===== src/rtl/core/adi_pkg.sv =====
package adi_pkg;

  localparam int AXES      = 6;
  localparam int LIN_AXES  = 3;
  localparam int AXIS_W    = $clog2(AXES);
  localparam int PC_W      = 4;

  localparam int WRENCH_W  = 32;
  localparam int VEL_W     = 18;
  localparam int POS_W     = 32;
  localparam int GAIN_W    = 32;
  localparam int LIM_W     = 17;
  localparam int STEP_W    = 16;
  localparam int GAIN_SHIFT = 24;
  localparam int STEP_SHIFT = 16;

  // shared multiplier: 33-bit signed by 17-bit signed
  localparam int MA_W   = WRENCH_W + 1;
  localparam int MB_W   = GAIN_W / 2 + 1;
  localparam int PROD_W = MA_W + MB_W;
  localparam int ACC_W  = MA_W + GAIN_W;
  localparam int VFULL_W = ACC_W - GAIN_SHIFT;

  localparam int IN_TDATA_W  = AXES * WRENCH_W;
  localparam int OUT_BITS    = AXES * (VEL_W + POS_W);
  localparam int OUT_TDATA_W = ((OUT_BITS + 7) / 8) * 8;

  // configuration register indexes
  localparam logic [2:0] REG_LIN_GAIN  = 3'd0;
  localparam logic [2:0] REG_ANG_GAIN  = 3'd1;
  localparam logic [2:0] REG_FORCE_OFS = 3'd2;
  localparam logic [2:0] REG_DEADBAND  = 3'd3;
  localparam logic [2:0] REG_VEL_LIMIT = 3'd4;
  localparam logic [2:0] REG_TIME_STEP = 3'd5;

  localparam logic [GAIN_W-1:0]   RST_LIN_GAIN  = 32'd125829;
  localparam logic [GAIN_W-1:0]   RST_ANG_GAIN  = 32'd8388608;
  localparam logic [WRENCH_W-1:0] RST_FORCE_OFS = 32'd1311;
  localparam logic [LIM_W-1:0]    RST_DEADBAND  = 17'd66;
  localparam logic [LIM_W-1:0]    RST_VEL_LIMIT = 17'd13107;
  localparam logic [STEP_W-1:0]   RST_TIME_STEP = 16'd2621;

  typedef struct packed {
    logic [GAIN_W-1:0]   lin_gain;
    logic [GAIN_W-1:0]   ang_gain;
    logic [WRENCH_W-1:0] force_ofs;
    logic [LIM_W-1:0]    deadband;
    logic [LIM_W-1:0]    vel_limit;
    logic [STEP_W-1:0]   time_step;
  } cfg_t;

  typedef enum logic [3:0] {
    OP_NOP,
    OP_LOAD,
    OP_MUL_LO,
    OP_MUL_HI,
    OP_ADD_HI,
    OP_LIMIT,
    OP_MUL_TS,
    OP_ACCUM,
    OP_DONE
  } op_t;

  typedef enum logic [1:0] {
    JMP_NONE,
    JMP_WAIT_IN,
    JMP_LOOP,
    JMP_WAIT_OUT
  } jmp_t;

  typedef struct packed {
    op_t             op;
    jmp_t            jmp;
    logic [PC_W-1:0] target;
  } ucode_t;

  typedef struct packed {
    op_t               op;
    logic [AXIS_W-1:0] axis;
    logic              idle;
  } ctrl_t;

  localparam logic [PC_W-1:0] PC_IDLE   = 4'd0;
  localparam logic [PC_W-1:0] PC_LOAD   = 4'd1;
  localparam logic [PC_W-1:0] PC_MUL_LO = 4'd2;
  localparam logic [PC_W-1:0] PC_MUL_HI = 4'd3;
  localparam logic [PC_W-1:0] PC_ADD_HI = 4'd4;
  localparam logic [PC_W-1:0] PC_LIMIT  = 4'd5;
  localparam logic [PC_W-1:0] PC_MUL_TS = 4'd6;
  localparam logic [PC_W-1:0] PC_ACCUM  = 4'd7;
  localparam logic [PC_W-1:0] PC_DONE   = 4'd8;

  function automatic ucode_t ucode_rom(input logic [PC_W-1:0] pc);
    ucode_t w;
    case (pc)
      PC_IDLE:   w = '{op: OP_NOP,    jmp: JMP_WAIT_IN,  target: PC_LOAD};
      PC_LOAD:   w = '{op: OP_LOAD,   jmp: JMP_NONE,     target: PC_IDLE};
      PC_MUL_LO: w = '{op: OP_MUL_LO, jmp: JMP_NONE,     target: PC_IDLE};
      PC_MUL_HI: w = '{op: OP_MUL_HI, jmp: JMP_NONE,     target: PC_IDLE};
      PC_ADD_HI: w = '{op: OP_ADD_HI, jmp: JMP_NONE,     target: PC_IDLE};
      PC_LIMIT:  w = '{op: OP_LIMIT,  jmp: JMP_NONE,     target: PC_IDLE};
      PC_MUL_TS: w = '{op: OP_MUL_TS, jmp: JMP_NONE,     target: PC_IDLE};
      PC_ACCUM:  w = '{op: OP_ACCUM,  jmp: JMP_LOOP,     target: PC_LOAD};
      PC_DONE:   w = '{op: OP_DONE,   jmp: JMP_WAIT_OUT, target: PC_IDLE};
      default:   w = '{op: OP_NOP,    jmp: JMP_NONE,     target: PC_IDLE};
    endcase
    return w;
  endfunction

endpackage


===== src/rtl/core/adi_seq.sv =====
module adi_seq
  import adi_pkg::*;
(
  input  logic  clk,
  input  logic  rst,
  input  logic  start,
  input  logic  out_free,
  output ctrl_t ctrl
);

  logic [PC_W-1:0]   pc, pc_next;
  logic [AXIS_W-1:0] axis, axis_next;
  ucode_t            uw;

  assign uw = ucode_rom(pc);

  always_comb begin
    pc_next   = pc + PC_W'(1);
    axis_next = axis;
    case (uw.jmp)
      JMP_NONE: begin
        pc_next = pc + PC_W'(1);
      end
      JMP_WAIT_IN: begin
        if (start) begin
          pc_next   = uw.target;
          axis_next = '0;
        end else begin
          pc_next = pc;
        end
      end
      JMP_LOOP: begin
        if (axis != AXIS_W'(AXES - 1)) begin
          pc_next   = uw.target;
          axis_next = axis + AXIS_W'(1);
        end
      end
      JMP_WAIT_OUT: begin
        pc_next = out_free ? uw.target : pc;
      end
      default: begin
        pc_next = PC_IDLE;
      end
    endcase
  end

  always_ff @(posedge clk) begin
    if (rst) begin
      pc   <= PC_IDLE;
      axis <= '0;
    end else begin
      pc   <= pc_next;
      axis <= axis_next;
    end
  end

  assign ctrl.op   = uw.op;
  assign ctrl.axis = axis;
  assign ctrl.idle = (uw.jmp == JMP_WAIT_IN);

endmodule


===== src/rtl/core/adi_dp.sv =====
module adi_dp
  import adi_pkg::*;
(
  input  logic                clk,
  input  logic                rst,
  input  ctrl_t               ctrl,
  input  cfg_t                cfg,
  input  logic [WRENCH_W-1:0] wrench [AXES],
  output logic [VEL_W-1:0]    vel    [AXES],
  output logic [POS_W-1:0]    pos    [AXES]
);

  logic signed [MA_W-1:0]    d_reg;
  logic signed [PROD_W-1:0]  prod_reg;
  logic signed [ACC_W-1:0]   acc;
  logic signed [VEL_W-1:0]   v_reg;

  logic                      is_lin;
  logic [GAIN_W-1:0]         gain;
  logic signed [WRENCH_W:0]  w_ext;
  logic signed [MA_W-1:0]    a_op;
  logic signed [MB_W-1:0]    b_op;
  logic signed [PROD_W-1:0]  prod_next;

  logic signed [VFULL_W-1:0] vfull;
  logic [VFULL_W-1:0]        vmag;
  logic signed [VFULL_W-1:0] vdb;
  logic signed [VFULL_W-1:0] lim_pos;
  logic signed [VFULL_W-1:0] vclamp;

  logic signed [PROD_W-STEP_SHIFT-1:0] pstep;
  logic signed [POS_W+1:0]   psum;
  logic [POS_W-1:0]          psat;

  assign is_lin = (ctrl.axis < AXIS_W'(LIN_AXES));
  assign gain   = is_lin ? cfg.lin_gain : cfg.ang_gain;
  assign w_ext  = $signed({wrench[ctrl.axis][WRENCH_W-1], wrench[ctrl.axis]});

  // shared multiplier operand select
  always_comb begin
    case (ctrl.op)
      OP_MUL_LO: begin
        a_op = d_reg;
        b_op = $signed({1'b0, gain[GAIN_W/2-1:0]});
      end
      OP_MUL_HI: begin
        a_op = d_reg;
        b_op = $signed({1'b0, gain[GAIN_W-1:GAIN_W/2]});
      end
      OP_MUL_TS: begin
        a_op = MA_W'(v_reg);
        b_op = $signed({{(MB_W-STEP_W){1'b0}}, cfg.time_step});
      end
      default: begin
        a_op = d_reg;
        b_op = '0;
      end
    endcase
  end

  assign prod_next = a_op * b_op;

  // deadband then clamp
  assign vfull   = acc[ACC_W-1:GAIN_SHIFT];
  assign vmag    = vfull[VFULL_W-1] ? (~vfull + VFULL_W'(1)) : vfull;
  assign vdb     = (vmag < VFULL_W'(cfg.deadband)) ? '0 : vfull;
  assign lim_pos = $signed(VFULL_W'(cfg.vel_limit));

  always_comb begin
    if (vdb > lim_pos) begin
      vclamp = lim_pos;
    end else if (vdb < -lim_pos) begin
      vclamp = -lim_pos;
    end else begin
      vclamp = vdb;
    end
  end

  // saturating position update
  assign pstep = prod_reg[PROD_W-1:STEP_SHIFT];
  assign psum  = (POS_W+2)'($signed(pos[ctrl.axis])) + (POS_W+2)'(pstep);

  always_comb begin
    if (psum > $signed((POS_W+2)'({1'b0, {(POS_W-1){1'b1}}}))) begin
      psat = {1'b0, {(POS_W-1){1'b1}}};
    end else if (psum < -$signed((POS_W+2)'({1'b1, {(POS_W-1){1'b0}}}))) begin
      psat = {1'b1, {(POS_W-1){1'b0}}};
    end else begin
      psat = psum[POS_W-1:0];
    end
  end

  always_ff @(posedge clk) begin
    case (ctrl.op)
      OP_LOAD: begin
        d_reg <= is_lin ? (w_ext - $signed({cfg.force_ofs[WRENCH_W-1], cfg.force_ofs}))
                        : w_ext;
      end
      OP_MUL_LO: begin
        prod_reg <= prod_next;
      end
      OP_MUL_HI: begin
        prod_reg <= prod_next;
        acc      <= ACC_W'(prod_reg);
      end
      OP_ADD_HI: begin
        acc <= acc + (ACC_W'(prod_reg) <<< (GAIN_W / 2));
      end
      OP_LIMIT: begin
        v_reg           <= vclamp[VEL_W-1:0];
        vel[ctrl.axis]  <= vclamp[VEL_W-1:0];
      end
      OP_MUL_TS: begin
        prod_reg <= prod_next;
      end
      default: begin
      end
    endcase
  end

  always_ff @(posedge clk) begin
    if (rst) begin
      for (int i = 0; i < AXES; i++) begin
        pos[i] <= '0;
      end
    end else if (ctrl.op == OP_ACCUM) begin
      pos[ctrl.axis] <= psat;
    end
  end

endmodule


===== src/rtl/core/admittance_damping_integrator.sv =====
// Damping-only admittance stage. Each request on s_* is one wrench (three
// forces, three torques, signed Q16.16); the block returns one result with
// six deadbanded and clamped velocities and six saturating position sums.
// One shared 33x17 multiplier does all the work under a microcoded step
// sequencer that runs these steps per axis: operand load, two gain partial
// products, partial-product add, deadband/clamp, time-step product,
// accumulate. No new wrench is taken until the previous result has been
// written to the output register, which waits while that register is full;
// a new wrench is then taken while that result still waits there. Gains
// and time step are pure scalings; positions reset to zero.
module admittance_damping_integrator
  import adi_pkg::*;
(
  input  logic                   clk,
  input  logic                   rst,
  input  logic                   s_tvalid,
  output logic                   s_tready,
  // force_x, force_y, force_z, torque_x, torque_y, torque_z
  input  logic [IN_TDATA_W-1:0]  s_tdata,
  output logic                   m_tvalid,
  input  logic                   m_tready,
  // vel_x, vel_y, vel_z, rate_x, rate_y, rate_z,
  // pos_x, pos_y, pos_z, angle_x, angle_y, angle_z, zero fill
  output logic [OUT_TDATA_W-1:0] m_tdata,
  input  logic                   cfg_valid,
  output logic                   cfg_ready,
  input  logic [2:0]             cfg_index,
  input  logic [31:0]            cfg_data
);

  cfg_t                cfg;
  ctrl_t               ctrl;
  logic [WRENCH_W-1:0] wrench [AXES];
  logic [VEL_W-1:0]    vel    [AXES];
  logic [POS_W-1:0]    pos    [AXES];
  logic                start;
  logic                out_free;
  logic                publish;
  logic [OUT_TDATA_W-1:0] result;

  assign cfg_ready = 1'b1;

  always_ff @(posedge clk) begin
    if (rst) begin
      cfg.lin_gain  <= RST_LIN_GAIN;
      cfg.ang_gain  <= RST_ANG_GAIN;
      cfg.force_ofs <= RST_FORCE_OFS;
      cfg.deadband  <= RST_DEADBAND;
      cfg.vel_limit <= RST_VEL_LIMIT;
      cfg.time_step <= RST_TIME_STEP;
    end else if (cfg_valid) begin
      case (cfg_index)
        REG_LIN_GAIN:  cfg.lin_gain  <= cfg_data;
        REG_ANG_GAIN:  cfg.ang_gain  <= cfg_data;
        REG_FORCE_OFS: cfg.force_ofs <= cfg_data;
        REG_DEADBAND:  cfg.deadband  <= cfg_data[LIM_W-1:0];
        REG_VEL_LIMIT: cfg.vel_limit <= cfg_data[LIM_W-1:0];
        REG_TIME_STEP: cfg.time_step <= cfg_data[STEP_W-1:0];
        default: begin
        end
      endcase
    end
  end

  assign s_tready = ctrl.idle;
  assign start    = s_tvalid & s_tready;
  assign out_free = ~m_tvalid | m_tready;
  assign publish  = (ctrl.op == OP_DONE) & out_free;

  always_ff @(posedge clk) begin
    if (start) begin
      for (int i = 0; i < AXES; i++) begin
        wrench[i] <= s_tdata[i*WRENCH_W +: WRENCH_W];
      end
    end
  end

  adi_seq u_seq (
    .clk      (clk),
    .rst      (rst),
    .start    (start),
    .out_free (out_free),
    .ctrl     (ctrl)
  );

  adi_dp u_dp (
    .clk    (clk),
    .rst    (rst),
    .ctrl   (ctrl),
    .cfg    (cfg),
    .wrench (wrench),
    .vel    (vel),
    .pos    (pos)
  );

  always_comb begin
    result = '0;
    for (int i = 0; i < AXES; i++) begin
      result[i*VEL_W +: VEL_W]                = vel[i];
      result[AXES*VEL_W + i*POS_W +: POS_W]   = pos[i];
    end
  end

  always_ff @(posedge clk) begin
    if (rst) begin
      m_tvalid <= 1'b0;
    end else if (publish) begin
      m_tvalid <= 1'b1;
    end else if (m_tready) begin
      m_tvalid <= 1'b0;
    end
  end

  always_ff @(posedge clk) begin
    if (publish) begin
      m_tdata <= result;
    end
  end

endmodule


===== config.mk =====
export PLATFORM = sky130hd
export DESIGN_NAME = admittance_damping_integrator
export DESIGN_NICKNAME = d
export VERILOG_FILES = /design/src/rtl/core/adi_pkg.sv /design/src/rtl/core/adi_seq.sv /design/src/rtl/core/adi_dp.sv /design/src/rtl/core/admittance_damping_integrator.sv
export SDC_FILE = /design/constraint.sdc
export NUM_CORES = 2
export LEC_CHECK = 0
export ABC_CLOCK_PERIOD_IN_PS = 17900
export CORE_MARGIN = 5
export CORE_UTILIZATION = 30
export CTS_CLUSTER_DIAMETER = 100
export CTS_CLUSTER_SIZE = 28
export DETAILED_ROUTE_END_ITERATION = 8
export DONT_BUFFER_PORTS = 1
export RECOVER_POWER = 50
export SYNTH_ARGS = -nofsm -noshare
export SYNTH_HDL_FRONTEND = slang
export SYNTH_HIERARCHICAL = 1
export SYNTH_SLANG_ARGS = --single-unit
export TNS_END_PERCENT = 30

===== constraint.sdc =====
create_clock -name clk -period 17.9 [get_ports clk]
set_input_delay 3.58 -clock clk [delete_from_list [all_inputs] [get_ports clk]]
set_output_delay 3.58 -clock clk [all_outputs]
set_load 0.05 [all_outputs]

==> results.py <==
metrics = {
    "outcome": {
        "outcome": "finished, violations left",
        "violations": "max-capacitance violations, max-slew violations",
    },
    "timing": {
        "skew_ns": 0.112,
        "setup_viol": 0,
        "max_freq_ghz": 0.0854,
        "worst_pin_slew_ns": 8.23,
        "fin_crit_ns": 11.72,
        "rsz0062_at_grt": "false",
        "tns_ns": 0,
        "fin_crit_sh": 0.655,
        "maxSlewViolCount": 795,
        "finalHoldViolations": 0,
        "whs_ns": 0.423,
        "relSlewSlack": -4.49,
    },
    "routing": {
        "drtPass1Iterations": 6,
        "wl_um": 214000,
        "ant_nets": 0,
        "vias": 48000,
        "viasPerCell": 5.20,
        "wl_per_cell_um": 23.1,
        "drtIter0Drc": 4940,
        "drc": 0,
    },
    "clock_tree": {
        "cts_setup_buffers": 0,
        "cts_hold_buf": 0,
        "clk_path_buf_depth": 3,
        "htree_num_levels": 2,
        "cts_made_buffers": 52,
        "cts-resized-gates": 0,
        "cts_tree": "built",
        "clkTransAtPathRegs_ns": 0.12,
        "clock-sinks": 1103,
        "insertion_delay_ns": 0.77,
        "cts_root_buf": "clkbuf_16",
    },
    "critical_path": {
        "worstPathRequired_ns": 18.42,
        "path_class": "reg2reg",
        "start_kind": "flip-flop",
        "r2r_start": "u_seq/axis[2]",
        "worstPathMaxFanout": 61,
        "crit_start": "u_seq/axis[2]",
        "arrival_ns": 12.23,
        "cp-end-kind": "flip-flop",
    },
    "grt": {
        "first_global_vias": 47500,
        "grt_pass1_wl_um": 316000,
        "overflow": 0,
        "grt_usage": 0.175,
        "antenna_found_initial": 19,
        "grt_max_degree": 226,
    },
    "die": {
        "die_h_um": 485,
        "start_util": 0.301,
        "placementRows": 174,
        "die_w_um": 485,
        "dieArea_sq_um": 235000,
        "core-area_sq_um": 224000,
        "io_pins": 539,
    },
    "place": {
        "routabilityCongestion": 0.936,
        "port_buffers": 0,
        "dp_hpwl_um": 164000,
    },
    "power": {
        "p_total_mw": 7.69,
        "powerDensity_nw_per_um2": 106,
        "power.leakage_nw": 29.0,
        "ir_drop_mv": 0.0926,
    },
    "yosys": {
        "ys_ff_latch": 1103,
        "synthArstFlopShare": 0,
        "avgSynthCellArea_sq_um": 10.6,
        "synth.yosys.seq_area_share": 0.438,
        "synth-edff-count": 750,
        "synth_ff_type": "edfxtp_1",
        "syn_inst": 6370,
        "yosysWarnings": 6,
        "ys_types": 104,
        "synth_area_sq_um": 67600,
    },
    "layout": {
        "fin_nets": 7253,
        "n_fill_cell": 22600,
        "reg.largest.list": "m_tdata: 300 flops, u_dp/pos: 192 flops, wrench: 192 flops",
        "layout-drive-gt1-share": 0.0341,
        "largest_reg_flops": 300,
        "synthToLayoutAreaGrowth_pct": 7.40,
        "fin_util": 0.323,
        "top_register": "m_tdata",
    },
    "flow_run": {
        "drv_cap": 17,
    },
    "worst_hold_path": {
        "min_from": "u_dp/vel[99]",
        "hp-class": "reg2reg",
    },
}
cells by family (layout without fill, tap and decap cells):
group / count (synthesis) / in the layout / share of synthesized area
adders and majority gates: 817 / 817 / 0.207
and+or+nand+nor: 1647 / 1647 / 0.115
muxes: 203 / 203 / 0.0302
buffers and inverters: 1050 / 924 / 0.0601
DFF: 1103 / 1103 / 0.438
AOI/OAI and AO/OA: 1376 / 1376 / 0.127
other: 2 / 9 / 0.000111
xor gates and xnor gates: 172 / 172 / 0.0223
Yosys cell counts, drive strengths merged, types with 120 or more instances:
library cell | instances | area, sq um
a21oi | 418 | 2110
a22oi | 194 | 1460
clkbuf | 250 | 938
dfxtp | 353 | 7070
edfxtp | 750 | 22500
fa | 506 | 10100
ha | 311 | 3890
inv | 737 | 2770
mux2i | 199 | 2000
nand2 | 621 | 2330
nand2b | 179 | 1120
nand3 | 120 | 601
nor2 | 381 | 1430
o21ai | 343 | 1720
power by group:
part	internal [mW]	switching [mW]
logic	1.05	1.97
registers	3.03	0.159
clock network	0.599	0.879
per-stage QoR:
step                cells  cell area (sq um)  setup WS [ns]
detailed placement   9142              71000           8.21
CTS                  9239              72800           8.17
floorplan            6373              67600         0.0903
finish               9243              72600           6.18
global placement     9142              71000           8.30
global route         9239              72600           5.52
layout make-up:
class                      count  area (sq um)  share of cell area
tap                         2992          3740              0.0516
timing repair buffer          88           579             0.00798
multi-input combinational   4220         34100               0.470
clock buffer                  77          1400              0.0192
inverter                     739          2770              0.0382
clock inverter                20           379             0.00522
antenna                        4          10.0            0.000138
sequential                  1103         29600               0.408
layer usage:
metal	global-route usage	vias to the layer above	share of wire
met2	0.286	2124	0.46
met4	0.0481	14	0.031
li1	-	21500	-
met3	0.0343	317	0.082
met1	0.237	24000	0.42
met5	0	-	0.00045
final timing paths:
kind | cells past startpoint | slack, ns | end
worst max register to register | 26 | 6.18 | u_dp/prod_reg[49]
worst min register to register | 0 | 0.42 | m_tdata[9]
worst min-delay path | 0 | 0.42 | m_tdata[9]
worst max-delay path | 26 | 6.18 | u_dp/prod_reg[49]
worst max-delay path: stages (launching register included):
cell,delay (ns)
dfxtp_1,0.72
and3b_4,0.43
nor2_4,0.13
buf_4,0.37
clkbuf_1,2.05
mux2i_1,0.40
o21ai_4,0.24
clkbuf_1,1.28
nand2_1,0.27
fa_1,0.63
inv_1,0.06
fa_1,0.50
inv_1,0.06
fa_1,0.49
fa_1,0.49
inv_1,0.04
ha_1,0.20
a2111oi_0,0.70
o211a_1,0.31
o211ai_1,0.21
o211ai_1,0.35
a21oi_1,0.17
o31ai_1,0.52
a21oi_1,0.22
a221o_1,0.33
a21oi_1,0.18
xnor2_1,0.09
placed cells by master (no fill, tap or decap), types with 10 or more instances in the layout:
cell / n
nand4_1: 47
a22o_1: 13
o21a_1: 28
o21bai_1: 22
o31ai_1: 15
and3_1: 22
a21o_1: 112
nand3_1: 120
ha_1: 311
fa_1: 506
clkbuf_16: 52
edfxtp_1: 750
or2_2: 10
nand2_1: 619
nand2b_1: 179
clkbuf_1: 50
nor2_1: 378
xor2_1: 62
a31oi_1: 44
mux2i_1: 199
nor3b_1: 11
a21oi_2: 13
o211ai_1: 26
nor4_1: 19
nor2b_1: 41
dfxtp_1: 353
a22oi_1: 194
and2_1: 59
inv_1: 737
a211oi_1: 25
o22ai_1: 19
o2bb2ai_1: 11
or3_1: 27
xnor2_1: 110
nor3_1: 54
a21oi_1: 404
buf_4: 62
o21ai_0: 330
(Power assumes the default switching activity.)
